## src/design/rc3t_pkg.sv

```systemverilog
// Shared types, constants and helper functions for the RGB 3x3 convolution block.
// Used by every module of the block but rc3t_ram; depends on nothing else.
package rc3t_pkg;

	// Geometry and datapath sizing
	localparam int MAX_WIDTH    = 4096;
	localparam int KERNEL_SIZE  = 3;
	localparam int CHANNEL_BITS = 16;
	localparam int NUM_CH       = 3;
	localparam int PIX_W        = NUM_CH * CHANNEL_BITS;
	localparam int COL_W        = $clog2(MAX_WIDTH);
	localparam int WID_W        = COL_W + 1;
	localparam int ROW_W        = 16;
	localparam int OCOL_W       = 12;
	localparam int COEF_W       = 8;
	localparam int KROW_W       = KERNEL_SIZE * COEF_W;
	localparam int PROD_W       = CHANNEL_BITS + 1 + COEF_W;
	localparam int RSUM_W       = PROD_W + 2;
	localparam int SUM_W        = 28;
	localparam int MAXV_W       = 27;
	localparam int THR_W        = 27;
	localparam int WREG_W       = 13;
	localparam int HREG_W       = 16;

	// Register port sizing
	localparam int APB_AW = 5;
	localparam int APB_DW = 32;

	// Register reset values
	localparam logic [WREG_W-1:0] WIDTH_RST  = 13'd640;
	localparam logic [HREG_W-1:0] HEIGHT_RST = 16'd480;

	// Register indexes, one 32-bit word each
	typedef enum logic [2:0] {
		REG_WIDTH  = 3'd0,
		REG_HEIGHT = 3'd1,
		REG_THRESH = 3'd2,
		REG_KTOP   = 3'd3,
		REG_KMID   = 3'd4,
		REG_KBOT   = 3'd5
	} reg_idx_t;

	// Request payloads on the pixel and result channels
	typedef struct packed {
		logic [15:0] red_in;
		logic [15:0] green_in;
		logic [15:0] blue_in;
	} pix_t;

	typedef struct packed {
		logic [ROW_W-1:0]        out_row;
		logic [OCOL_W-1:0]       out_col;
		logic signed [SUM_W-1:0] red_out;
		logic signed [SUM_W-1:0] green_out;
		logic signed [SUM_W-1:0] blue_out;
		logic [MAXV_W-1:0]       frame_max;
		logic                    last_of_frame;
	} res_t;

	// Kernel rows, top row at index 0, left coefficient in the low byte
	typedef logic [KERNEL_SIZE-1:0][KROW_W-1:0] krows_t;

	typedef struct packed {
		logic [WREG_W-1:0]       image_width;
		logic [HREG_W-1:0]       image_height;
		logic signed [THR_W-1:0] threshold;
		krows_t                  kernel_rows;
	} cfg_t;

	// Pixel as held in the line stores: red in the low lane
	typedef logic [CHANNEL_BITS-1:0] sample_t;
	typedef sample_t [NUM_CH-1:0] lpix_t;
	typedef lpix_t [KERNEL_SIZE-1:0][KERNEL_SIZE-1:0] win_t;
	typedef sample_t [KERNEL_SIZE-1:0][KERNEL_SIZE-1:0] lwin_t;

	// Position and frame-end flag that travel alongside a result
	typedef struct packed {
		logic [ROW_W-1:0]  row;
		logic [OCOL_W-1:0] col;
		logic              last;
	} meta_t;

	// Window stage status handed to the lane pipeline
	typedef struct packed {
		logic  valid;
		logic  produce;
		meta_t meta;
	} win_stat_t;

	// Load enables of the three lane stages
	typedef struct packed {
		logic s3;
		logic s4;
		logic s5;
	} lane_en_t;

	// Per-lane result: thresholded sum and its positive part
	typedef struct packed {
		logic signed [SUM_W-1:0] value;
		logic [MAXV_W-1:0]       pos;
	} lane_res_t;

	typedef lane_res_t [NUM_CH-1:0] lane_res_arr_t;

	// Keep the low CHANNEL_BITS of each colour and pack them red first.
	function automatic lpix_t pix_pack(pix_t p);
		lpix_t v;
		v[0] = p.red_in[CHANNEL_BITS-1:0];
		v[1] = p.green_in[CHANNEL_BITS-1:0];
		v[2] = p.blue_in[CHANNEL_BITS-1:0];
		return v;
	endfunction

endpackage

```

## src/design/rc3t_regs.sv

```systemverilog
// APB-style configuration registers of the convolution block.
// Depends on rc3t_pkg for the register map and the configuration struct.
module rc3t_regs (
	input  logic                          clk,
	input  logic                          arst_n,
	input  logic                          psel,
	input  logic                          penable,
	input  logic                          pwrite,
	input  logic [rc3t_pkg::APB_AW-1:0]   paddr,
	input  logic [rc3t_pkg::APB_DW-1:0]   pwdata,
	output logic [rc3t_pkg::APB_DW-1:0]   prdata,
	output logic                          pready,
	output rc3t_pkg::cfg_t                cfg
);
	import rc3t_pkg::*;

	cfg_t     cfg_q;
	logic     wr_req;
	reg_idx_t idx;

	assign pready = 1'b1;
	assign wr_req = psel && penable && pwrite;
	assign idx    = reg_idx_t'(paddr[APB_AW-1:2]);
	assign cfg    = cfg_q;

	// Register writes in the access phase; unknown addresses are ignored.
	always_ff @(posedge clk or negedge arst_n) begin
		if (!arst_n) begin
			cfg_q.image_width  <= WIDTH_RST;
			cfg_q.image_height <= HEIGHT_RST;
			cfg_q.threshold    <= '0;
			cfg_q.kernel_rows  <= '0;
		end else if (wr_req) begin
			case (idx)
				REG_WIDTH:  cfg_q.image_width    <= pwdata[WREG_W-1:0];
				REG_HEIGHT: cfg_q.image_height   <= pwdata[HREG_W-1:0];
				REG_THRESH: cfg_q.threshold      <= pwdata[THR_W-1:0];
				REG_KTOP:   cfg_q.kernel_rows[0] <= pwdata[KROW_W-1:0];
				REG_KMID:   cfg_q.kernel_rows[1] <= pwdata[KROW_W-1:0];
				REG_KBOT:   cfg_q.kernel_rows[2] <= pwdata[KROW_W-1:0];
				default: begin
				end
			endcase
		end
	end

	// Read-back of the stored values.
	always_comb begin
		case (idx)
			REG_WIDTH:  prdata = APB_DW'(cfg_q.image_width);
			REG_HEIGHT: prdata = APB_DW'(cfg_q.image_height);
			REG_THRESH: prdata = APB_DW'(cfg_q.threshold[THR_W-1:0]);
			REG_KTOP:   prdata = APB_DW'(cfg_q.kernel_rows[0]);
			REG_KMID:   prdata = APB_DW'(cfg_q.kernel_rows[1]);
			REG_KBOT:   prdata = APB_DW'(cfg_q.kernel_rows[2]);
			default:    prdata = '0;
		endcase
	end

endmodule

```

## config.mk

```make
export PLATFORM = sky130hd
export DESIGN_NAME = rc3t_regs
export DESIGN_NICKNAME = d
export VERILOG_FILES = /design/src/design/rc3t_pkg.sv /design/src/design/rc3t_regs.sv
export SDC_FILE = /design/constraint.sdc
export NUM_CORES = 1
export LEC_CHECK = 0
export BUFFER_PORTS_ARGS = -buffer_cell sky130_fd_sc_hd__buf_4
export CORE_AREA = 3 3 118 120
export DETAILED_ROUTE_END_ITERATION = 10
export DIE_AREA = 0 0 121 123
export PLACE_DENSITY = 0.76
export SLEW_MARGIN = 20
export SYNTH_ARGS = -nofsm -noshare
export SYNTH_HDL_FRONTEND = slang
export SYNTH_SLANG_ARGS = --single-unit
```

## constraint.sdc

```tcl
create_clock -name clk -period 1.1 [get_ports clk]
set_input_delay 0.055 -clock clk [delete_from_list [all_inputs] [get_ports clk]]
set_output_delay 0.055 -clock clk [all_outputs]
set_load 0.02 [all_outputs]
```

==> Word level (Yosys, flattened, before mapping) <==
Index checks and enable logic that the tools add are counted.
{ "totals": {"regBits": 128, "input_bits": 42, "output_inout_bits": 161, "wordCells": 21} }
{ "classes": {"n_eq_ne": 5, "muxes": 1, "n_reduce_logical": 9} }
{ "op_table": {"columns": ["operator", "count"], "rows": [
  ["27-bit one-hot mux with 6 select lines", 1],
  ["2-bit AND reduction", 6],
  ["3-bit by 2-bit equality test with 1-bit output, second input constant", 2],
  ["3-bit equality test, second input constant", 2],
  ["3-bit by 1-bit equality test with 1-bit output, second input constant", 1],
  ["3-bit logical NOT", 1],
  ["1-bit logical AND", 2]
]} }

==> Longest topological paths before layout <==
Gate-level depths: netlist of run 1.
{ "depth": {"depth_word": 3, "depth_mapped": 6, "ltp_nobuf": 3} }

==> Worst setup path before layout of run 1 <==
No wires, ideal clock.
{ "synth_timing": {"path_kind": "input port to flip-flop", "from": "input port paddr[3] (netlist bit)", "to": "register cfg_q, in the netlist cfg[10]", "setup_ns": 0.125, "t_arrival_ns": 1.229, "t_required_ns": 0.975, "setup_slack_ns": -0.254, "stages": 6, "n_path_buf": 3, "path_cell_list": "buf_2 > nand2b_1 > buf_2 > nor2_2 > buf_4 > mux2_2"} }
{ "synth_via": {"elab_chain_len": 2} }
{ "synth_lines": {"columns": ["element", "line", "source"], "rows": [
  ["from (decl)", "rc3t_regs.sv:9", "input logic [rc3t_pkg::APB_AW-1:0] paddr,"],
  ["3-bit by 2-bit equality test with 1-bit output", "rc3t_regs.sv:34", "case (idx)"],
  ["2-bit AND reduction (no line)", null, null],
  ["to (decl)", "rc3t_regs.sv:17", "cfg_t cfg_q;"]
]} }
Every way passes these cells.
A chain may end at the register's enable or synchronous reset.

==> Worst setup path after layout of run 1 <==
{ "layout_timing": {"from": "register cfg_q, in the netlist cfg[124]", "to": "output port prdata[9] (netlist bit)"} }
{ "layout_via": {"elab_chain_len": 1} }
{ "layout_lines": {"columns": ["element", "line", "source"], "rows": [
  ["27-bit one-hot mux with 6 select lines", "rc3t_regs.sv:49", "case (idx)"],
  ["to (decl)", "rc3t_regs.sv:11", "output logic [rc3t_pkg::APB_DW-1:0] prdata,"]
]} }
Every way passes these cells.

==> impl_metrics.yaml, run 1 <==
outcome:
  status: "finished, violations left"
  violations: "negative setup slack"
sta:
  hold_violations: 0
  min_period_ns: 1.64
  timing.final.crit_share_pct: 149
  hold_ws_ns: 0.116
  fmax_mhz: 608
  layout_setup_ws_ns: -0.544
  rsz0062_at_grt: "true"
  clock_skew_ns: 0
  slew_headroom_pct: 60.5
  drv_slew: 0
  setup-violations-final: 95
  worst_pin_slew_ns: 0.592
critical_path:
  cp_cell_sequence: "mux2i_1 -> o32a_1 -> o21ai_2 -> buf_6"
  slowest_stage: "dfstp_2"
  cp.arrival_ns: 1.59
  worst_ep_required_time_ns: 1.04
  crit_path_max_fanout: 2
  end_kind: "output port"
  cp-start-kind: "register"
  worstSetupPathType: "reg -> out"
  cp_num_buf_inv: 1
  crit_family: "flip-flops"
  cpPeakStageDelay_ns: 0.54
place:
  finalWeightedCongestion: 0.862
  numPortBuffers: 189
  detailed_place_hpwl_mm: 12.8
  dp_cells: 849
  place_ws_ns: -0.262
die:
  initial_utilization_pct: 45.2
  core_um2: 13100
  die_x_um: 121
  die_area_um2: 14900
  pin_count: 203
  die_h_um: 123
  rows: 42
power:
  switching_share_pct: 30.7
  power_density_nw_per_um2: 1950
  p_switching_mw: 6.37
  internal_power_mw: 14.4
  p_seq_share_pct: 31.4
  p_clk_share_pct: 30.1
  comb_power_share_pct: 38.5
  peakVddDrop_uv: 1200
  p_leak_nw: 5.18
finish:
  largest_reg_flops: 128
  drive_gt1_share_pct: 69.5
  layout.nets: 820
  fillCellCount: 654
  stdcell_count: 967
  syn_to_final_growth_pct: 79.5
  diodes: 0
run:
  drv_cap: 0
grt:
  grt_overflow: 0
  grt_busiest_layer: "met2"
  grt_pass1_wl_mm: 31.8
  met2_usage_pct: 49.9
  grt_max_degree: 43
  grt_use_met3_pct: 5.26
  use_met1_pct: 33.4
  grt_usage_pct: 28.0
  antenna_found_initial: 0
  grt_pass1_vias: 5593
detailed_routing:
  wire_per_inst_um: 22.1
  dr.pass1.iters: 5
  vias: 5191
  wl_mm: 21.4
  drtIter0Drc: 313
  remaining_drc_errors: 0
  via_per_inst: 5.37
  postRouteAntennaNets: 0
yosys:
  synthesis.instances: 423
  synth_area_um2: 5920
  synth_top_cell_by_area: "dfrtp_1"
  syn_area_per_cell_um2: 14.0
  ys_top_cells_by_area: "dfrtp_1 (52%), mux2_2 (25%), mux2i_1 (6.9%)"
  yosys_warnings: 0
  yosysSeqAreaShare_pct: 54.3
  synth_top_area_share_pct: 51.6
  ys_types: 33
  ys_ff_latch: 128
clocking:
  numCtsBuffers: 17
  cts_tree: "yes"
  ctsLongestPathBuffers: 2
  cts.htree.levels: 4
  root_buffer: "clkbuf_16"
  cts_sinks: 128
  cts.clk_slew.worst_paths_ns: 0.06
  clock_latency_ns: 0.41
worst_hold_path:
  min_path_type: "in -> async"
worst register-to-register path: stages (launching register included):
cell and delay (ns):
dfrtp_1 0.41, buf_6 0.13, buf_4 0.13, mux2_4 0.26
cell families (layout without fill, tap and decap cells):
logic type | count (synthesis) | count (layout) | share of synthesized area [%]
multiplexers | 180 | 180 | 33.4
AND/OR/NAND/NOR | 36 | 36 | 4.00
AO/OA/AOI/OAI | 42 | 42 | 5.08
other | 2 | 6 | 0.127
buffers and inverters | 35 | 399 | 3.15
flip-flops | 128 | 128 | 54.3
final cells by class:
class                   count  area [um2]  area share (%)
multi-input cells         264        2900            27.3
repair buffers            366        3620            34.1
well taps                 176         220            2.07
clock buffers              22         474            4.47
clock inverters            10         181            1.71
flip-flops and latches    128        3220            30.3
inverters                   1        3.75          0.0353
power groups by stage:
stage | clock [mW] | sequential, mW | combinational, mW
2_1_floorplan | 0 | 7.51 | 1.86
3_3_place_gp | 0 | 6.38 | 5.88
3_5_place_dp | 0 | 6.44 | 5.99
4_1_cts | 6.29 | 6.41 | 7.40
5_1_grt | 6.53 | 6.60 | 8.38
6_report | 6.24 | 6.52 | 7.99
cells in the mapped netlist:
| cell | n |
|---|---|
| mux2_2 | 129 |
| nor2_2 | 4 |
| o21a_1 | 3 |
| nor2_1 | 6 |
| mux2i_1 | 41 |
| o22ai_1 | 11 |
| or3_1 | 2 |
| o21ai_0 | 6 |
| nand4b_4 | 1 |
| o32a_1 | 4 |
| a221oi_1 | 3 |
| buf_2 | 17 |
| nand4_1 | 1 |
| a22oi_1 | 3 |
| nand3_1 | 5 |
| nor2b_1 | 3 |
| mux2_1 | 10 |
| clkbuf_1 | 3 |
| inv_1 | 1 |
| dfstp_2 | 6 |
| buf_1 | 5 |
| nor3_2 | 1 |
| a32oi_1 | 1 |
| a21oi_1 | 5 |
| o221ai_1 | 3 |
| and3b_1 | 2 |
| conb_1 | 2 |
| nand2_1 | 1 |
| dfrtp_1 | 122 |
| a221o_1 | 3 |
| buf_4 | 9 |
| nand2b_1 | 3 |
| nor3b_1 | 7 |
metrics by stage:
step	TNS (ns)	power [mW]	cell area, um2	util [%]
5_1_grt	-15.97	21.5	10600	81.2
2_1_floorplan	-11.37	9.36	6220	-
6_report	-11.87	20.8	10600	81.2
4_1_cts	-11.32	20.1	10300	78.4
3_3_place_gp	-26.70	12.3	8430	64.4
3_5_place_dp	-27.82	12.4	8430	64.4
timing repair:
| item | in CTS | in global routing |
|---|---|---|
| pin swaps | 20 | 7 |
| gates resized for setup | 171 | 59 |
| setup buffers | 49 | 48 |
| hold buffers | 28 | 0 |
| endpoints found under the hold margin | 251 | 0 |
| endpoints found under the setup margin | 78 | 105 |
worst paths after layout:
path	from	to	slack, ns	depth (start not counted)
worst max-delay path	cfg[124]$_DFFE_PN1P_	prdata[9]	-0.54	4
worst min-delay path	arst_n	cfg[18]$_DFFE_PN0P_	0.12	2
worst max register to register	cfg[18]$_DFFE_PN0P_	cfg[18]$_DFFE_PN0P_	0.06	3
worst min register to register	cfg[1]$_DFFE_PN0P_	cfg[1]$_DFFE_PN0P_	0.54	1
max in group asynchronous	arst_n	cfg[122]$_DFFE_PN1P_	0.39	3
min in group clk	paddr[4]	cfg[110]$_DFFE_PN0P_	0.27	4
metal layers:
metal | vias up | part of all wire (%)
met1 | 2677 | 38
met2 | 191 | 54
li1 | 2274 | -
met5 | - | 0
met3 | 49 | 4.5
met4 | 0 | 3.5
cells in the final DEF, fill, tap and decap left out, types with 3 or more instances in the layout:
cell	Yosys	final
o21a_1	3	3
o22ai_2	0	3
mux2_2	129	94
nand3_1	5	5
bufinv_16	0	5
o21ai_1	0	4
a221o_1	3	3
dfrtp_1	122	118
dfrtp_2	0	4
a21oi_2	0	3
o32a_1	4	4
mux2i_1	41	40
o221ai_2	0	3
buf_6	0	185
buf_4	9	144
o22ai_1	11	8
buf_12	0	9
dlygate4sd3_1	0	28
nor2_2	4	3
dfstp_2	6	6
nor2b_1	3	3
nor3b_1	7	3
nor2_4	0	4
nor3b_2	0	4
a22oi_2	0	3
mux2_4	0	44
clkinv_2	0	3
clkbuf_16	0	17
nor2_1	6	3
conb_1	2	6
clkbuf_8	0	3
No activity file was read; power rests on OpenSTA's default activity.
==> inputs of run 2 (changes only) <==
--- a/config.mk
+++ b/config.mk
@@ -6,10 +6,11 @@
 export NUM_CORES = 1
 export LEC_CHECK = 0
 export BUFFER_PORTS_ARGS = -buffer_cell sky130_fd_sc_hd__buf_4
-export CORE_AREA = 3 3 118 120
+export CORE_AREA = 3 3 113 115
 export DETAILED_ROUTE_END_ITERATION = 10
-export DIE_AREA = 0 0 121 123
-export PLACE_DENSITY = 0.76
+export DIE_AREA = 0 0 116 118
+export PLACE_DENSITY = 0.79
+export REMOVE_ABC_BUFFERS = 1
 export SLEW_MARGIN = 20
 export SYNTH_ARGS = -nofsm -noshare
 export SYNTH_HDL_FRONTEND = slang
==> constraint.sdc (replaced) <==
create_clock -name clk -period 1.71 [get_ports clk]
set_input_delay 0.0855 -clock clk [delete_from_list [all_inputs] [get_ports clk]]
set_output_delay 0.0855 -clock clk [all_outputs]
set_load 0.02 [all_outputs]
==> run 2 against run 1 <==
Effect of this change: the flow now finishes without violations; non-clock buffer count fell by 120; routed wire length down 23%; global-route usage decreased by 3.2 points; critical path depth stayed put; sequential share of layout area is 7.3 points higher; sequential power decreased by 36%; utilization is 9.4 points lower; register-to-register slack better by 0.83 ns; critical path type unchanged; critical endpoint is now prdata[13].
==> impl_metrics.yaml, run 2 (synthesized netlist as in run 1, its figures left out) <==
place:
  finalWeightedCongestion: 0.798
  place_area_um2: 7660
  numPortBuffers: 189
  place_ws_ns: 0.203
  dp_cells: 757
  detailed_place_hpwl_mm: 11.3
sta:
  hold_violations: 0
  layout_setup_ws_ns: 0.0485
  drv_slew: 0
  min_period_ns: 1.66
  clock_skew_ns: 0
  fmax_mhz: 602
  timing.final.crit_share_pct: 97.2
  setup-violations-final: 0
  hold_ws_ns: 0.120
die:
  core_um2: 11900
  die_x_um: 116
  pin_count: 203
  rows: 40
  initial_utilization_pct: 49.7
  die_h_um: 118
  die_area_um2: 13700
finish:
  final_area_um2: 8550
  final_cell_mix: "buf_4 (212), mux2_2 (128), dfrtp_1 (122), mux2i_1 (41), dlygate4sd3_1 (28)"
  diodes: 0
  layout.nets: 700
  final_common_cell: "buf_4"
  syn_to_final_growth_pct: 44.5
  stdcell_count: 817
  drive_gt1_share_pct: 57.9
  largest_reg_flops: 128
clocking:
  cts_tree: "yes"
  cts_sinks: 128
  clock_latency_ns: 0.41
  cts.clk_slew.worst_paths_ns: 0.05
  root_buffer: "clkbuf_16"
  cts.htree.levels: 4
  ctsLongestPathBuffers: 2
  numCtsBuffers: 17
detailed_routing:
  wire_per_inst_um: 20.1
  dr.pass1.iters: 4
  drtIter0Drc: 248
  remaining_drc_errors: 0
  wl_mm: 16.5
  via_per_inst: 5.47
  postRouteAntennaNets: 0
  vias: 4470
power:
  p_switching_mw: 3.41
  peakVddDrop_uv: 947
  internal_power_mw: 7.59
  p_clk_share_pct: 32.2
  comb_power_share_pct: 30.1
  power_density_nw_per_um2: 1290
  p_seq_share_pct: 37.7
  switching_share_pct: 31.0
  p_leak_nw: 4.19
critical_path:
  worstSetupPathType: "reg -> out"
  worst_ep_required_time_ns: 1.62
  crit_path_max_fanout: 3
  cp-start-kind: "register"
  cp.arrival_ns: 1.58
  cp_cell_sequence: "mux2_4 -> a221oi_2 -> nor2_1 -> buf_4"
  slowest_stage: "dfrtp_1"
  cpPeakStageDelay_ns: 0.40
  end_kind: "output port"
grt:
  grt_pass1_wl_mm: 26.0
  grt_pass1_vias: 4736
  antenna_found_initial: 0
  grt_max_degree: 74
  grt_usage_pct: 24.8
  grt_overflow: 0
outcome:
  status: "completed"
run:
  drv_cap: 0
worst_hold_path:
  min_path_type: "in -> reg"
[run 2: cell types whose count changed in the layout (fill, tap and decap cells not counted), moves of 5 or more]
| cell | delta |
|---|---|
| a21oi_1 | +5 |
| buf_4 | +68 |
| buf_6 | -185 |
| mux2_2 | +34 |
| mux2_4 | -43 |
| mux2_1 | +9 |
[run 2: per-layer routing]
layer	vias up	wire (um)	GRT usage, %
met2	157	8150	39.9
met4	0	391	9.50
li1	2027	-	-
met1	2250	6910	31.9
met3	36	1010	6.68
met5	-	0	0
[run 2: power by group through the flow]
stage / sequential (mW) / combinational, mW / clock (mW)
after floorplan: 4.82 / 0.973 / 0
after global placement: 4.14 / 3.19 / 0
after detailed placement: 4.18 / 3.25 / 0
after CTS: 4.15 / 3.32 / 3.61
after global routing: 4.24 / 3.52 / 3.75
final: 4.15 / 3.31 / 3.54
[run 2: worst max-delay path, delay by kind of cell (launching register included)]
family / cells / cell delay, ns
flip-flops: 1 / 0.40
AO/OA/AOI/OAI: 1 / 0.26
AND/OR/NAND/NOR: 1 / 0.07
buffers and inverters: 1 / 0.16
multiplexers: 1 / 0.28
[run 2: path summary, 6_finish.rpt]
kind | from | to | slack [ns] | cells after the start
max | cfg[61]$_DFFE_PN0P_ | prdata[13] | 0.05 | 4
min in group asynchronous | arst_n | cfg[53]$_DFFE_PN0P_ | 0.22 | 3
max reg2reg | cfg[119]$_DFFE_PN0P_ | cfg[119]$_DFFE_PN0P_ | 0.89 | 1
min reg2reg | cfg[121]$_DFFE_PN0P_ | cfg[121]$_DFFE_PN0P_ | 0.52 | 1
min | paddr[3] | cfg[113]$_DFFE_PN0P_ | 0.12 | 3
max in group asynchronous | arst_n | cfg[107]$_DFFE_PN1P_ | 1.12 | 3
[run 2: final cells by class]
cell class	count	area, um2
fill	807	3360
sequential	128	3210
multi-input combinational	264	2570
timing repair buffer	246	1990
clock buffer	26	509
tap	147	184
clock inverter	5	77.6
inverter	1	3.75
[run 2: repair_timing]
action / in CTS / in global routing
resized for setup: 0 / 5
buffers inserted: 0 / 1
setup endpoints to repair: 0 / 4
hold buffers: 28 / 0
endpoints found under the hold margin: 250 / 0
[run 2: through the flow]
step	util (%)	power, mW	TNS [ns]
global placement	64.3	7.33	0
finish	71.8	11.0	0
CTS	71.6	11.1	0
global route	71.8	11.5	-0.0250
floorplan	-	5.79	-4.49
detailed placement	64.3	7.43	0
