### src/design/rc3t_pkg.sv
// Shared types, constants and helper functions for the RGB 3x3 convolution block.
// Used by every module of the block but rc3t_ram; depends on nothing else.
package rc3t_pkg;

	// Geometry and datapath sizing
	localparam int MAX_WIDTH    = 4096;
	localparam int KERNEL_SIZE  = 3;
	localparam int CHANNEL_BITS = 16;
	localparam int NUM_CH       = 3;
	localparam int PIX_W        = NUM_CH * CHANNEL_BITS;
	localparam int COL_W        = $clog2(MAX_WIDTH);
	localparam int WID_W        = COL_W + 1;
	localparam int ROW_W        = 16;
	localparam int OCOL_W       = 12;
	localparam int COEF_W       = 8;
	localparam int KROW_W       = KERNEL_SIZE * COEF_W;
	localparam int PROD_W       = CHANNEL_BITS + 1 + COEF_W;
	localparam int RSUM_W       = PROD_W + 2;
	localparam int SUM_W        = 28;
	localparam int MAXV_W       = 27;
	localparam int THR_W        = 27;
	localparam int WREG_W       = 13;
	localparam int HREG_W       = 16;

	// Register port sizing
	localparam int APB_AW = 5;
	localparam int APB_DW = 32;

	// Register reset values
	localparam logic [WREG_W-1:0] WIDTH_RST  = 13'd640;
	localparam logic [HREG_W-1:0] HEIGHT_RST = 16'd480;

	// Register indexes, one 32-bit word each
	typedef enum logic [2:0] {
		REG_WIDTH  = 3'd0,
		REG_HEIGHT = 3'd1,
		REG_THRESH = 3'd2,
		REG_KTOP   = 3'd3,
		REG_KMID   = 3'd4,
		REG_KBOT   = 3'd5
	} reg_idx_t;

	// Request payloads on the pixel and result channels
	typedef struct packed {
		logic [15:0] red_in;
		logic [15:0] green_in;
		logic [15:0] blue_in;
	} pix_t;

	typedef struct packed {
		logic [ROW_W-1:0]        out_row;
		logic [OCOL_W-1:0]       out_col;
		logic signed [SUM_W-1:0] red_out;
		logic signed [SUM_W-1:0] green_out;
		logic signed [SUM_W-1:0] blue_out;
		logic [MAXV_W-1:0]       frame_max;
		logic                    last_of_frame;
	} res_t;

	// Kernel rows, top row at index 0, left coefficient in the low byte
	typedef logic [KERNEL_SIZE-1:0][KROW_W-1:0] krows_t;

	typedef struct packed {
		logic [WREG_W-1:0]       image_width;
		logic [HREG_W-1:0]       image_height;
		logic signed [THR_W-1:0] threshold;
		krows_t                  kernel_rows;
	} cfg_t;

	// Pixel as held in the line stores: red in the low lane
	typedef logic [CHANNEL_BITS-1:0] sample_t;
	typedef sample_t [NUM_CH-1:0] lpix_t;
	typedef lpix_t [KERNEL_SIZE-1:0][KERNEL_SIZE-1:0] win_t;
	typedef sample_t [KERNEL_SIZE-1:0][KERNEL_SIZE-1:0] lwin_t;

	// Position and frame-end flag that travel alongside a result
	typedef struct packed {
		logic [ROW_W-1:0]  row;
		logic [OCOL_W-1:0] col;
		logic              last;
	} meta_t;

	// Window stage status handed to the lane pipeline
	typedef struct packed {
		logic  valid;
		logic  produce;
		meta_t meta;
	} win_stat_t;

	// Load enables of the three lane stages
	typedef struct packed {
		logic s3;
		logic s4;
		logic s5;
	} lane_en_t;

	// Per-lane result: thresholded sum and its positive part
	typedef struct packed {
		logic signed [SUM_W-1:0] value;
		logic [MAXV_W-1:0]       pos;
	} lane_res_t;

	typedef lane_res_t [NUM_CH-1:0] lane_res_arr_t;

	// Keep the low CHANNEL_BITS of each colour and pack them red first.
	function automatic lpix_t pix_pack(pix_t p);
		lpix_t v;
		v[0] = p.red_in[CHANNEL_BITS-1:0];
		v[1] = p.green_in[CHANNEL_BITS-1:0];
		v[2] = p.blue_in[CHANNEL_BITS-1:0];
		return v;
	endfunction

endpackage

### src/design/rc3t_merge.sv
// Merging stage: frame maximum over the three lanes and the result register.
// Depends on rc3t_pkg for the lane and result structs.
module rc3t_merge (
	input  logic                    clk,
	input  logic                    arst_n,
	input  logic                    item_valid,
	input  rc3t_pkg::meta_t         item_meta,
	input  rc3t_pkg::lane_res_arr_t lane_res,
	output logic                    take_s6,
	output logic                    res_valid,
	input  logic                    res_ready,
	output rc3t_pkg::res_t          res
);
	import rc3t_pkg::*;

	logic [MAXV_W-1:0] run_max_q;
	logic [MAXV_W-1:0] max_a;
	logic [MAXV_W-1:0] max_b;
	logic [MAXV_W-1:0] frame_max_d;
	logic              valid_s6;
	res_t              res_s6;

	function automatic logic [MAXV_W-1:0] max2(logic [MAXV_W-1:0] x, logic [MAXV_W-1:0] y);
		return (x > y) ? x : y;
	endfunction

	// Two-level compare of the lanes against the running maximum.
	assign max_a       = max2(lane_res[0].pos, lane_res[1].pos);
	assign max_b       = max2(lane_res[2].pos, run_max_q);
	assign frame_max_d = max2(max_a, max_b);

	assign take_s6 = !valid_s6 || res_ready;

	// Running maximum; cleared once the last result of a frame has been formed.
	always_ff @(posedge clk or negedge arst_n) begin
		if (!arst_n) begin
			run_max_q <= '0;
			valid_s6  <= 1'b0;
		end else if (take_s6) begin
			valid_s6 <= item_valid;
			if (item_valid) begin
				if (item_meta.last) begin
					run_max_q <= '0;
				end else begin
					run_max_q <= frame_max_d;
				end
			end
		end
	end

	// Output register.
	always_ff @(posedge clk) begin
		if (take_s6) begin
			res_s6.out_row       <= item_meta.row;
			res_s6.out_col       <= item_meta.col;
			res_s6.red_out       <= lane_res[0].value;
			res_s6.green_out     <= lane_res[1].value;
			res_s6.blue_out      <= lane_res[2].value;
			res_s6.frame_max     <= frame_max_d;
			res_s6.last_of_frame <= item_meta.last;
		end
	end

	assign res_valid = valid_s6;
	assign res       = res_s6;

	// A reported maximum covers every positive channel of the same result.
	a_max_covers: assert property (@(posedge clk) disable iff (!arst_n)
		valid_s6 |->
			(res_s6.red_out[SUM_W-1] || (res_s6.red_out[SUM_W-2:0] <= res_s6.frame_max)) &&
			(res_s6.green_out[SUM_W-1] ||
				(res_s6.green_out[SUM_W-2:0] <= res_s6.frame_max)) &&
			(res_s6.blue_out[SUM_W-1] || (res_s6.blue_out[SUM_W-2:0] <= res_s6.frame_max)))
		else $error("frame maximum below a channel result");

	// Within a frame the maximum never falls from one result to the next.
	a_max_rising: assert property (@(posedge clk) disable iff (!arst_n)
		(take_s6 && item_valid && valid_s6 && !res_s6.last_of_frame) |=>
			(res_s6.frame_max >= $past(res_s6.frame_max)))
		else $error("frame maximum decreased within a frame");

endmodule

### config.mk
export PLATFORM = sky130hd
export DESIGN_NAME = rc3t_merge
export DESIGN_NICKNAME = d
export VERILOG_FILES = /design/src/design/rc3t_pkg.sv /design/src/design/rc3t_merge.sv
export SDC_FILE = /design/constraint.sdc
export NUM_CORES = 1
export LEC_CHECK = 0
export BUFFER_PORTS_ARGS = -buffer_cell sky130_fd_sc_hd__buf_2
export CORE_AREA = 2 2 166 208
export CTS_BUF_LIST = sky130_fd_sc_hd__clkbuf_8
export CTS_CLUSTER_DIAMETER = 120
export DETAILED_ROUTE_END_ITERATION = 7
export DIE_AREA = 0 0 168 210
export PLACE_DENSITY_LB_ADDON = 0.05
export SLEW_MARGIN = 10
export SYNTH_ARGS = -nofsm -noshare
export SYNTH_HDL_FRONTEND = slang
export SYNTH_SLANG_ARGS = --single-unit
### constraint.sdc
create_clock -name clk -period 14.1 [get_ports clk]
set_clock_uncertainty 0.2 [all_clocks]
set_input_delay 2.115 -clock clk [delete_from_list [all_inputs] [get_ports clk]]
set_output_delay 2.115 -clock clk [all_outputs]
set_load 0.01 [all_outputs]
# Yosys cells after proc, flatten, opt, wreduce, memory -nomap -nowiden
# Index checks and enable logic that the tools add are counted.
dict set report totals {
  ff_bits 168
  out_inout_bits 142
  word_cells 19
}
dict set report op_classes {
  mux 4
  order_cmp 3
  n_reduce_logical 3
}
# operator count
set op_table {}
lappend op_table {{two-way mux 27 bit} 4}
lappend op_table {{> comparator 27 bit} 3}
lappend op_table {{AND reduction 2 bit} 1}
lappend op_table {{logical NOT 1 bit} 1}
lappend op_table {{logical OR 1 bit} 1}

# Longest topological paths before layout
# Gate-level depths: netlist of run 1.
dict set report logic_depth {
  word_depth 5
  ltp_mapped 21
}

# Least setup slack after synthesis of run 1
# No wires, ideal clock.
dict set report synth_timing {
  path_kind {input-to-output}
  start {in res_ready}
  end {out take_s6}
  required_ns 11.785
  path_slack_ns 6.190
  t_arrival_ns 5.595
  stages 1
  path_cell_list {nand2b_1}
}
dict set report synth_between {
  elab_chain_cells 1
}
# element line_no
set synth_rtl {}
lappend synth_rtl {{start: declaration} rc3t_merge.sv:11} ;# input logic res_ready,
lappend synth_rtl {{logical OR 1 bit} rc3t_merge.sv:32} ;# assign take_s6 = !valid_s6 || res_ready;
lappend synth_rtl {{end: declaration} rc3t_merge.sv:9} ;# output logic take_s6,
# Every way passes these cells.

# Worst setup path after layout of run 1
dict set report layout_timing {
  start {in lane_res[119] in the netlist's numbering}
  end {reg res_s6 (netlist bit res[11]) (data pin)}
}
dict set report layout_between {
  elab_chain_cells 4
}
# element line_no
set layout_rtl {}
lappend layout_rtl {{start: declaration} rc3t_merge.sv:8} ;# input rc3t_pkg::lane_res_arr_t lane_res,
lappend layout_rtl {{> comparator 27 bit} rc3t_merge.sv:24} ;# return (x > y) ? x : y;
lappend layout_rtl {{two-way mux 27 bit (*)} rc3t_merge.sv:24}
lappend layout_rtl {{> comparator 27 bit} rc3t_merge.sv:24}
lappend layout_rtl {{two-way mux 27 bit (*)} rc3t_merge.sv:24}
lappend layout_rtl {{named net frame_max_d[10]} rc3t_merge.sv:19} ;# logic [MAXV_W-1:0] frame_max_d;
lappend layout_rtl {{end: declaration} rc3t_merge.sv:21} ;# res_t res_s6;
# The timed path passes the listed nets; every way through them passes the cells marked *.
# A chain may end at the register's enable or synchronous reset.

==> results.py, run 1 <==
metrics = {
    "drt": {
        "routed_vias_inst": 4.84,
        "routed_length_per_instance_um": 20.0,
        "final_antenna_net_count": 0,
        "vias": 7651,
        "route.final.wire_length_um": 31700,
        "drt_iter0_drc": 461,
        "drcViolationCount": 0,
        "drt-pass1-iter-count": 6,
    },
    "sta": {
        "setup_violations": 0,
        "min_period_ns": 7.66,
        "total_count_of_hold_check_failures_in_the_final_report": 0,
        "setup-tns-final_ns": 0,
        "report.final.slew_viol_count": 0,
        "timing.max_slew.rel_slack": 0.214,
        "worstMarginPinSlew_ns": 1.18,
        "setup_repair_after_global_routing_missed_its_margin": "false",
        "timing.fmax_mhz": 131,
        "layout_worst_path_cycle_share": 0.543,
    },
    "cts": {
        "cts_root_buf": "sky130_fd_sc_hd__clkbuf_8",
        "cts-root-to-sink-buffers": 2,
        "cts_tree": "yes",
        "cts_sinks": 168,
        "clkLatencyLatePin_ns": 0.48,
        "numCtsBuffers": 17,
        "cts.reportedPaths.clkPinSlew_ns": 0.09,
        "post_cts_hold_fix_bufs": 0,
        "ctsResizeCount": 0,
        "cts.htree.levels": 4,
        "cts_post_setup_buffers_inserted": 0,
    },
    "place": {
        "detailed_place_hpwl_um": 24500,
        "place_congestion": 0.784,
        "port_buffers": 339,
    },
    "floorplanning": {
        "initial_core_util": 0.276,
        "die_y_um": 210,
        "die_w_um": 168,
        "num_rows": 75,
        "design.core.area_um2": 33300,
        "io_pins": 340,
        "floorplan.die_area_um2": 35300,
    },
    "hold_path": {
        "holdCritPathClass": "reg2reg",
    },
    "worst_setup_path": {
        "worst-path-buf-inv": 2,
        "startpoint_type": "input pin",
        "critPathMaxStageDelay_ns": 0.83,
        "cp_max_fo": 32,
        "timing_worst_setup_path_type": "in2reg",
        "cp.arrival_ns": 7.68,
        "cp_cell_sequence": "buf_2 -> ha_1 -> nand4_1 -> nor3_1 -> nand2_1 -> and2_1 -> buf_4 -> a21oi_1 -> ha_1 -> a21oi_1 -> o21ai_0 -> a311oi_1 -> a22oi_1 -> or2_2 -> a211oi_1 -> nor2_1",
        "crit_path_end_kind": "flip-flop",
        "cpMaxStageDelayCell": "sky130_fd_sc_hd__nand2_1",
        "timing.critical_path.required_ns": 14.12,
        "gate_family_responsible_for_the_most_delay_along_the_worst_path": "simple AND/OR/NAND/NOR gates",
    },
    "finish": {
        "multi_input_comb_area_um2": 3860,
        "sequential_cell_area_um2": 4900,
        "nFillCells": 3376,
        "final_layout_size_suffix_gt1_frac": 0.372,
        "growth_of_design_area_from_synthesis_to_finish_pct": 27.4,
        "num-nets-final": 1422,
    },
    "yosys": {
        "synthTopCellsByArea": "sky130_fd_sc_hd__edfxtp_1 46%, sky130_fd_sc_hd__ha_1 11%, sky130_fd_sc_hd__dfrtp_1 7.6%, sky130_fd_sc_hd__a21oi_1 5.4%, sky130_fd_sc_hd__a211oi_1 2.9%",
        "synth_ff_type": "sky130_fd_sc_hd__edfxtp_1",
        "asyncSetResetFlopFracSynth": 0.167,
        "synth_warnings": 0,
        "post_synthesis_instance_area_um2": 9210,
        "synth_area_leader_cell": "sky130_fd_sc_hd__edfxtp_1",
        "yosys.cell_count.top_type": "sky130_fd_sc_hd__edfxtp_1",
        "synth-edff-count": 140,
        "yosys.cell_types.count": 54,
        "post_synth.cell_area_avg_um2": 11.3,
        "share_of_the_synthesized_area_in_the_top_cell_type": 0.456,
        "postSynthNetCount": 1094,
        "synth-seq-cells": 168,
        "synthesis.instances": 815,
        "netlist_top_cells_count": "140 x sky130_fd_sc_hd__edfxtp_1, 99 x sky130_fd_sc_hd__a21oi_1, 81 x sky130_fd_sc_hd__ha_1",
        "seq_area_frac_synth": 0.533,
    },
    "grt": {
        "global_route_wire_length_before_repair_um": 47200,
        "globalRouteOverflowTotal": 0,
        "largest_net_degree_at_the_start_of_global_routing": 63,
        "grt_pass1_vias": 7638,
        "grt_util_met3": 0.0499,
        "most_crowded_layer_after_global_routing": "met2",
        "grt_antenna_before_repair": 6,
        "globalRouteMet2Util": 0.314,
        "grt_overall_usage": 0.179,
        "grt_use_met1": 0.218,
    },
    "run": {
        "max-cap-violations": 0,
    },
    "pwr": {
        "total_leakage_power_nw": 5.10,
        "share_of_power_burned_in_registers": 0.398,
        "vdd_drop_max_mv": 0.0577,
        "combinationalPowerShare": 0.395,
        "power.clock.fraction": 0.207,
        "switchingPower_mw": 0.652,
        "switching_share": 0.378,
        "overall_power_mw": 1.72,
        "power.density_nw_per_um2": 147,
        "internal_power_mw": 1.07,
    },
    "status": {
        "status": "finished, final reports clean",
    },
}
[area by class of cell]
class	instances	share of cell area
multi-input combinational	538	0.329
inverter	68	0.0218
clock buffer	17	0.0199
sequential	168	0.418
tap	423	0.0451
antenna	2	0.000427
timing repair buffer	350	0.152
clock inverter	15	0.0139
[through the flow]
stage               instance area, um^2  setup slack (ns)  hold WS, ns  cells   util
floorplan                          9210              6.19        0.249    815      -
detailed placement                11300              5.79        0.267   1547  0.340
global placement                  11300              5.62        0.262   1546  0.340
finish                            11700              6.44        0.283   1581  0.352
global route                      11700              6.11        0.313   1579  0.352
CTS                               11700              6.33        0.287   1579  0.352
[routing by layer]
metal,up-vias,share of wire
met1,3570,0.42
met5,-,0.0017
met3,22,0.071
li1,3756,-
met2,295,0.49
met4,8,0.0091
[sequential cells by signal, summed over array words and instances, names as in the netlist]
register / flops
run_max_q: 27
res: 140
res_valid: 1
[tightest hold or removal path, cell delays in order, from the launching register on]
cell and delay, ns:
sky130_fd_sc_hd__dfrtp_1 0.35, sky130_fd_sc_hd__nand2_1 0.05, sky130_fd_sc_hd__o31ai_1 0.06
[cells by family (layout without fill, tap and decap cells)]
logic type | after synthesis | after routing | share of synthesized area
AOI/OAI and AO/OA | 259 | 259 | 0.195
adders and majority gates | 81 | 81 | 0.110
buffers and inverters | 109 | 450 | 0.0499
DFF | 168 | 168 | 0.533
muxes | 15 | 15 | 0.0183
other | 0 | 2 | 0
and+or+nand+nor | 183 | 183 | 0.0940
[layout by cell type (no fill, tap or decap), drive strengths merged, types with 12 or more instances in the layout]
| cell type | count |
|---|---|
| edfxtp | 140 |
| o21ai | 13 |
| nand4 | 17 |
| ha | 81 |
| nand3 | 20 |
| o31ai | 30 |
| a211oi | 49 |
| clkbuf | 17 |
| a21o | 18 |
| dfrtp | 28 |
| o211ai | 12 |
| inv | 74 |
| nand2 | 63 |
| a31oi | 13 |
| a21oi | 99 |
| nor2 | 58 |
| buf | 349 |
| mux2 | 15 |
[final timing paths]
check | start | end | slack [ns] | cells after the start
setup / recovery | lane_res[119] | res[11] | 6.44 | 16
hold / removal | run_max_q[6] | run_max_q[6] | 0.28 | 2
setup reg to reg | run_max_q[8] | res[11] | 7.77 | 16
hold reg to reg | run_max_q[6] | run_max_q[6] | 0.28 | 2
max in group asynchronous | arst_n | run_max_q[5] | 11.68 | 1
min in group asynchronous | arst_n | run_max_q[19] | 1.51 | 1
[power by group through the flow]
| stage | Sequential, mW | Clock, mW | Combinational, mW |
|---|---|---|---|
| floorplan | 0.734 | 0 | 0.394 |
| global placement | 0.698 | 0 | 0.690 |
| detailed placement | 0.699 | 0 | 0.689 |
| CTS | 0.689 | 0.374 | 0.694 |
| global route | 0.697 | 0.394 | 0.770 |
| finish | 0.687 | 0.357 | 0.680 |
Power figures use the tool's default switching activity.
==> inputs of run 2 (changes only) <==
clock period = 7.25 ns   (was 14.1 ns; I/O delays follow)
==> results.py, run 2 (synthesis results as in run 1) <==
metrics = {
    "pwr": {
        "total_leakage_power_nw": 5.12,
        "vdd_drop_max_mv": 0.110,
        "power.density_nw_per_um2": 280,
    },
    "drt": {
        "drt_iter0_drc": 372,
        "vias": 7724,
        "drt-pass1-iter-count": 5,
        "route.final.wire_length_um": 31700,
        "drcViolationCount": 0,
        "final_antenna_net_count": 0,
        "routed_length_per_instance_um": 20.0,
        "routed_vias_inst": 4.86,
    },
    "finish": {
        "largest_register_ff_count": 140,
        "layout_commonest_cell": "sky130_fd_sc_hd__buf_2",
        "most_frequent_cells_in_the_layout": "339 x sky130_fd_sc_hd__buf_2, 140 x sky130_fd_sc_hd__edfxtp_1, 99 x sky130_fd_sc_hd__a21oi_1",
        "final_layout_size_suffix_gt1_frac": 0.377,
        "nFillCells": 3467,
        "growth_of_design_area_from_synthesis_to_finish_pct": 27.6,
        "num-nets-final": 1431,
        "post-route-util": 0.353,
        "post_layout_cell_count": 1588,
        "n_antenna_cell": 0,
    },
    "cts": {
        "clkLatencyLatePin_ns": 0.47,
        "cts.reportedPaths.clkPinSlew_ns": 0.09,
        "cts_sinks": 168,
        "numCtsBuffers": 17,
        "ctsResizeCount": 0,
        "cts_tree": "yes",
        "cts_post_setup_buffers_inserted": 0,
        "cts_root_buf": "sky130_fd_sc_hd__clkbuf_8",
        "cts-root-to-sink-buffers": 2,
        "post_cts_hold_fix_bufs": 0,
        "cts.htree.levels": 4,
    },
    "floorplanning": {
        "design.core.area_um2": 33300,
        "die_y_um": 210,
        "initial_core_util": 0.276,
        "io_pins": 340,
        "die_w_um": 168,
        "floorplan.die_area_um2": 35300,
        "num_rows": 75,
    },
    "sta": {
        "min_period_ns": 5.89,
        "layout_worst_path_cycle_share": 0.812,
        "total_count_of_hold_check_failures_in_the_final_report": 0,
        "report.final.slew_viol_count": 0,
        "setup_violations": 0,
        "worstMarginPinSlew_ns": 1.02,
        "setup-tns-final_ns": 0,
        "timing.max_slew.rel_slack": 0.322,
        "setup_repair_after_global_routing_missed_its_margin": "false",
        "timing.fmax_mhz": 170,
    },
    "place": {
        "place.detailed.instances": 1556,
        "place_congestion": 0.769,
        "port_buffers": 339,
        "detailed_place_hpwl_um": 25000,
    },
    "run": {
        "max-cap-violations": 0,
    },
    "worst_setup_path": {
        "crit_path_end_kind": "flip-flop",
        "cpMostUsedCell": "sky130_fd_sc_hd__a21oi_1",
        "cp_cell_sequence": "buf_2 -> ha_1 -> a21oi_1 -> o21ai_0 -> a2111oi_1 -> o2111ai_2 -> and2_1 -> buf_4 -> a21oi_1 -> ha_1 -> nand4_1 -> a211oi_1 -> o31ai_1 -> a21oi_1 -> or2_2 -> a211oi_1 -> nor2_1",
        "timing.critical_path.required_ns": 7.27,
        "timing_worst_setup_path_type": "in2reg",
        "cp.arrival_ns": 5.91,
        "gate_family_responsible_for_the_most_delay_along_the_worst_path": "compound AO/OA/AOI/OAI gates",
        "worst-path-buf-inv": 2,
        "cp_max_fo": 27,
        "cpMaxStageDelayCell": "sky130_fd_sc_hd__a2111oi_1",
        "startpoint_type": "input pin",
        "critPathMaxStageDelay_ns": 0.83,
    },
    "grt": {
        "grt_pass1_vias": 7564,
        "globalRouteOverflowTotal": 0,
        "global_route_wire_length_before_repair_um": 47000,
        "largest_net_degree_at_the_start_of_global_routing": 81,
        "grt_antenna_before_repair": 2,
        "grt_overall_usage": 0.177,
    },
    "hold_path": {
        "holdCritPathClass": "reg2reg",
    },
    "status": {
        "status": "finished, final reports clean",
    },
}
run 2: changes by cell type in the layout (fill, tap and decap cells not counted):
cell / previous run / this run
sky130_fd_sc_hd__diode_2: 2 / 0
sky130_fd_sc_hd__clkinv_2: 1 / 2
sky130_fd_sc_hd__bufinv_16: 3 / 1
sky130_fd_sc_hd__clkdlybuf4s18_2: 1 / 0
sky130_fd_sc_hd__inv_8: 0 / 1
sky130_fd_sc_hd__clkinv_4: 1 / 3
sky130_fd_sc_hd__buf_4: 10 / 20
sky130_fd_sc_hd__inv_6: 2 / 0
run 2: per-layer routing:
| layer | global-route usage | vias up | routed length (um) |
|---|---|---|---|
| met5 | 0 | - | 33 |
| met4 | 0.0429 | 4 | 359 |
| met3 | 0.0509 | 18 | 2410 |
| met2 | 0.307 | 284 | 15600 |
| met1 | 0.217 | 3638 | 13400 |
| li1 | - | 3780 | - |
run 2: where the power goes:
| part | total (mW) | switching (mW) | internal (mW) |
|---|---|---|---|
| registers | 1.34 | 0.0649 | 1.27 |
| logic | 1.34 | 0.845 | 0.493 |
| clock network | 0.618 | 0.352 | 0.267 |
run 2: final cells by class:
cell class	count	area (um^2)	share of cell area
clock buffers	17	234	0.0199
flip-flops and latches	168	4900	0.417
well taps	423	529	0.0450
repair buffers	359	1850	0.157
clock inverters	15	119	0.0101
inverters	68	255	0.0217
multi-input cells	538	3860	0.329
run 2: metrics by stage:
step | worst slack [ns] | cell area (um^2) | hold WS (ns) | total power [mW]
2_1_floorplan | 0.412 | 9210 | 0.249 | 2.19
4_1_cts | 1.24 | 11800 | 0.288 | 3.36
3_5_place_dp | 0.676 | 11400 | 0.266 | 2.72
3_3_place_gp | 0.363 | 11400 | 0.263 | 2.72
6_report | 1.36 | 11800 | 0.284 | 3.29
5_1_grt | 1.08 | 11800 | 0.303 | 3.55
run 2: worst paths after layout:
| kind | start | endpoint | slack, ns | cells past startpoint |
|---|---|---|---|---|
| min in group asynchronous | arst_n | run_max_q[19] | 0.50 | 1 |
| max reg2reg | run_max_q[2] | res[16] | 1.70 | 17 |
| min | run_max_q[10] | run_max_q[10] | 0.28 | 2 |
| max | lane_res[116] | res[16] | 1.36 | 17 |
| min reg2reg | run_max_q[10] | run_max_q[10] | 0.28 | 2 |
| max in group asynchronous | arst_n | run_max_q[4] | 5.83 | 1 |
run 2: worst register-to-register path: cells and delay by family (launching register included):
kind | cells | cell delay [ns]
AOI/OAI and AO/OA | 9 | 2.44
and+or+nand+nor | 4 | 1.31
adders and majority gates | 2 | 0.60
buffers and inverters | 2 | 0.41
DFF | 1 | 0.36
==> inputs of run 3 (changes only) <==
clock period = 6 ns   (was 7.25 ns; I/O delays follow)
==> results.py, run 3 (synthesis results as in run 1) <==
metrics = {
    "status": {
        "status": "finished, final reports clean",
    },
    "finish": {
        "layout_commonest_cell": "sky130_fd_sc_hd__buf_2",
        "post-route-util": 0.366,
        "most_frequent_cells_in_the_layout": "339 x sky130_fd_sc_hd__buf_2, 140 x sky130_fd_sc_hd__edfxtp_1, 99 x sky130_fd_sc_hd__a21oi_1",
        "nFillCells": 3436,
        "num-nets-final": 1472,
        "largest_register_ff_count": 140,
        "growth_of_design_area_from_synthesis_to_finish_pct": 32.5,
        "final_layout_size_suffix_gt1_frac": 0.402,
        "post_layout_cell_count": 1631,
    },
    "cts": {
        "cts_post_setup_buffers_inserted": 0,
        "post_cts_hold_fix_bufs": 0,
        "cts.htree.levels": 4,
        "numCtsBuffers": 17,
        "cts.reportedPaths.clkPinSlew_ns": 0.10,
        "cts_sinks": 168,
        "cts-root-to-sink-buffers": 2,
        "cts_tree": "yes",
        "clkLatencyLatePin_ns": 0.48,
        "cts_root_buf": "sky130_fd_sc_hd__clkbuf_8",
        "ctsResizeCount": 0,
    },
    "worst_setup_path": {
        "timing_worst_setup_path_type": "in2reg",
        "cp.arrival_ns": 5.38,
        "timing.reg2reg.setup_slack_ns": 0.79,
        "timing.critical_path.required_ns": 6.02,
        "cp_max_fo": 27,
        "crit_path_end_kind": "flip-flop",
        "reg2reg_depth": 19,
        "r2r-start": "run_max_q[8]",
        "startpoint_type": "input pin",
        "crit-reg2reg-capture": "res[7]",
    },
    "run": {
        "max-cap-violations": 0,
    },
    "sta": {
        "setup_violations": 0,
        "total_count_of_hold_check_failures_in_the_final_report": 0,
        "min_period_ns": 5.35,
        "report.final.slew_viol_count": 0,
        "timing.fmax_mhz": 187,
        "worstMarginPinSlew_ns": 0.833,
        "timing.max_slew.rel_slack": 0.445,
        "layout_worst_path_cycle_share": 0.892,
        "setup_repair_after_global_routing_missed_its_margin": "false",
    },
    "floorplanning": {
        "io_pins": 340,
        "die_y_um": 210,
        "die_w_um": 168,
        "num_rows": 75,
        "design.core.area_um2": 33300,
        "initial_core_util": 0.276,
        "floorplan.die_area_um2": 35300,
    },
    "drt": {
        "final_antenna_net_count": 0,
        "drcViolationCount": 0,
        "vias": 7812,
        "drt-pass1-iter-count": 5,
        "routed_length_per_instance_um": 19.1,
        "routed_vias_inst": 4.79,
        "route.final.wire_length_um": 31200,
        "drt_iter0_drc": 409,
    },
    "grt": {
        "grt_pass1_vias": 7507,
        "globalRouteMet2Util": 0.292,
        "grt_antenna_before_repair": 4,
        "global_route_wire_length_before_repair_um": 45900,
        "globalRouteOverflowTotal": 0,
        "most_crowded_layer_after_global_routing": "met2",
        "grt_util_met3": 0.0586,
        "largest_net_degree_at_the_start_of_global_routing": 67,
        "grt_use_met1": 0.215,
        "grt_overall_usage": 0.174,
    },
    "place": {
        "place.detailed.instances": 1597,
        "detailed_place_hpwl_um": 24600,
        "port_buffers": 339,
        "place_congestion": 0.824,
    },
    "pwr": {
        "vdd_drop_max_mv": 0.135,
        "power.density_nw_per_um2": 350,
        "total_leakage_power_nw": 5.38,
    },
    "hold_path": {
        "holdCritPathClass": "in2async",
    },
}
[run 3: cell types whose count changed in the layout (fill, tap and decap cells not counted), moves of 2 or more]
| cell | delta |
|---|---|
| sky130_fd_sc_hd__buf_12 | +7 |
| sky130_fd_sc_hd__buf_4 | +34 |
| sky130_fd_sc_hd__clkinvlp_4 | -2 |
| sky130_fd_sc_hd__diode_2 | +2 |
| sky130_fd_sc_hd__inv_1 | -4 |
| sky130_fd_sc_hd__inv_6 | +2 |
| sky130_fd_sc_hd__inv_8 | +2 |
[run 3: through the flow]
stage | hold WS [ns] | instance area, um^2 | setup TNS [ns] | total power, mW | setup slack, ns
finish | 0.272 | 12200 | 0 | 4.27 | 0.647
global route | 0.301 | 12200 | 0 | 4.59 | 0.360
CTS | 0.282 | 12200 | 0 | 4.35 | 0.573
detailed placement | 0.266 | 11800 | 0 | 3.49 | 0.0421
global placement | 0.262 | 11800 | -0.0431 | 3.49 | -0.0407
floorplan | 0.249 | 9210 | 0 | 2.64 | 0.817
[run 3: area by class of cell]
| cell class | instances | area, um^2 | area share |
|---|---|---|---|
| diodes | 2 | 5.00 | 0.000410 |
| well taps | 423 | 529 | 0.0434 |
| flip-flops and latches | 168 | 4900 | 0.402 |
| repair buffers | 400 | 2240 | 0.184 |
| multi-input cells | 538 | 3860 | 0.316 |
| inverters | 68 | 255 | 0.0209 |
| clock inverters | 15 | 169 | 0.0138 |
| clock buffers | 17 | 234 | 0.0192 |
[run 3: worst max-delay path by stage]
stage | from | slack (ns) | cells past startpoint | to
floorplan | lane_res[81] | 0.82 | 19 | res[8]
CTS | lane_res[118] | 0.57 | 18 | res[7]
finish | lane_res[118] | 0.65 | 19 | res[7]
detailed placement | lane_res[118] | 0.04 | 18 | res[7]
global placement | lane_res[118] | -0.04 | 19 | res[22]
global route | lane_res[118] | 0.36 | 21 | run_max_q[1]
[run 3: worst max-delay path: stages]
cell and delay [ns]:
sky130_fd_sc_hd__buf_2 0.13, sky130_fd_sc_hd__ha_1 0.32, sky130_fd_sc_hd__a211oi_1 0.21, sky130_fd_sc_hd__nor2_1 0.08, sky130_fd_sc_hd__a2111oi_0 0.54, sky130_fd_sc_hd__buf_4 0.22, sky130_fd_sc_hd__o2111ai_2 0.16, sky130_fd_sc_hd__and2_1 0.25
sky130_fd_sc_hd__buf_4 0.22, sky130_fd_sc_hd__a21oi_1 0.25, sky130_fd_sc_hd__ha_1 0.30, sky130_fd_sc_hd__a21oi_1 0.13, sky130_fd_sc_hd__o21ai_0 0.12, sky130_fd_sc_hd__a311oi_1 0.46, sky130_fd_sc_hd__a22oi_1 0.14, sky130_fd_sc_hd__or2_2 0.36
sky130_fd_sc_hd__buf_12 0.18, sky130_fd_sc_hd__a211oi_1 0.28, sky130_fd_sc_hd__nor2_1 0.13
[run 3: per-layer routing]
layer,vias to the layer above,part of all wire
met4,6,0.0098
met3,20,0.083
met5,-,0.0012
met1,3657,0.43
met2,277,0.48
li1,3852,-
[run 3: report_power, final]
part | leakage, nW | internal (mW) | switching, mW
combinational | 3.41 | 0.764 | 1.06
sequential | 1.77 | 1.54 | 0.0760
clock | 0.206 | 0.380 | 0.453
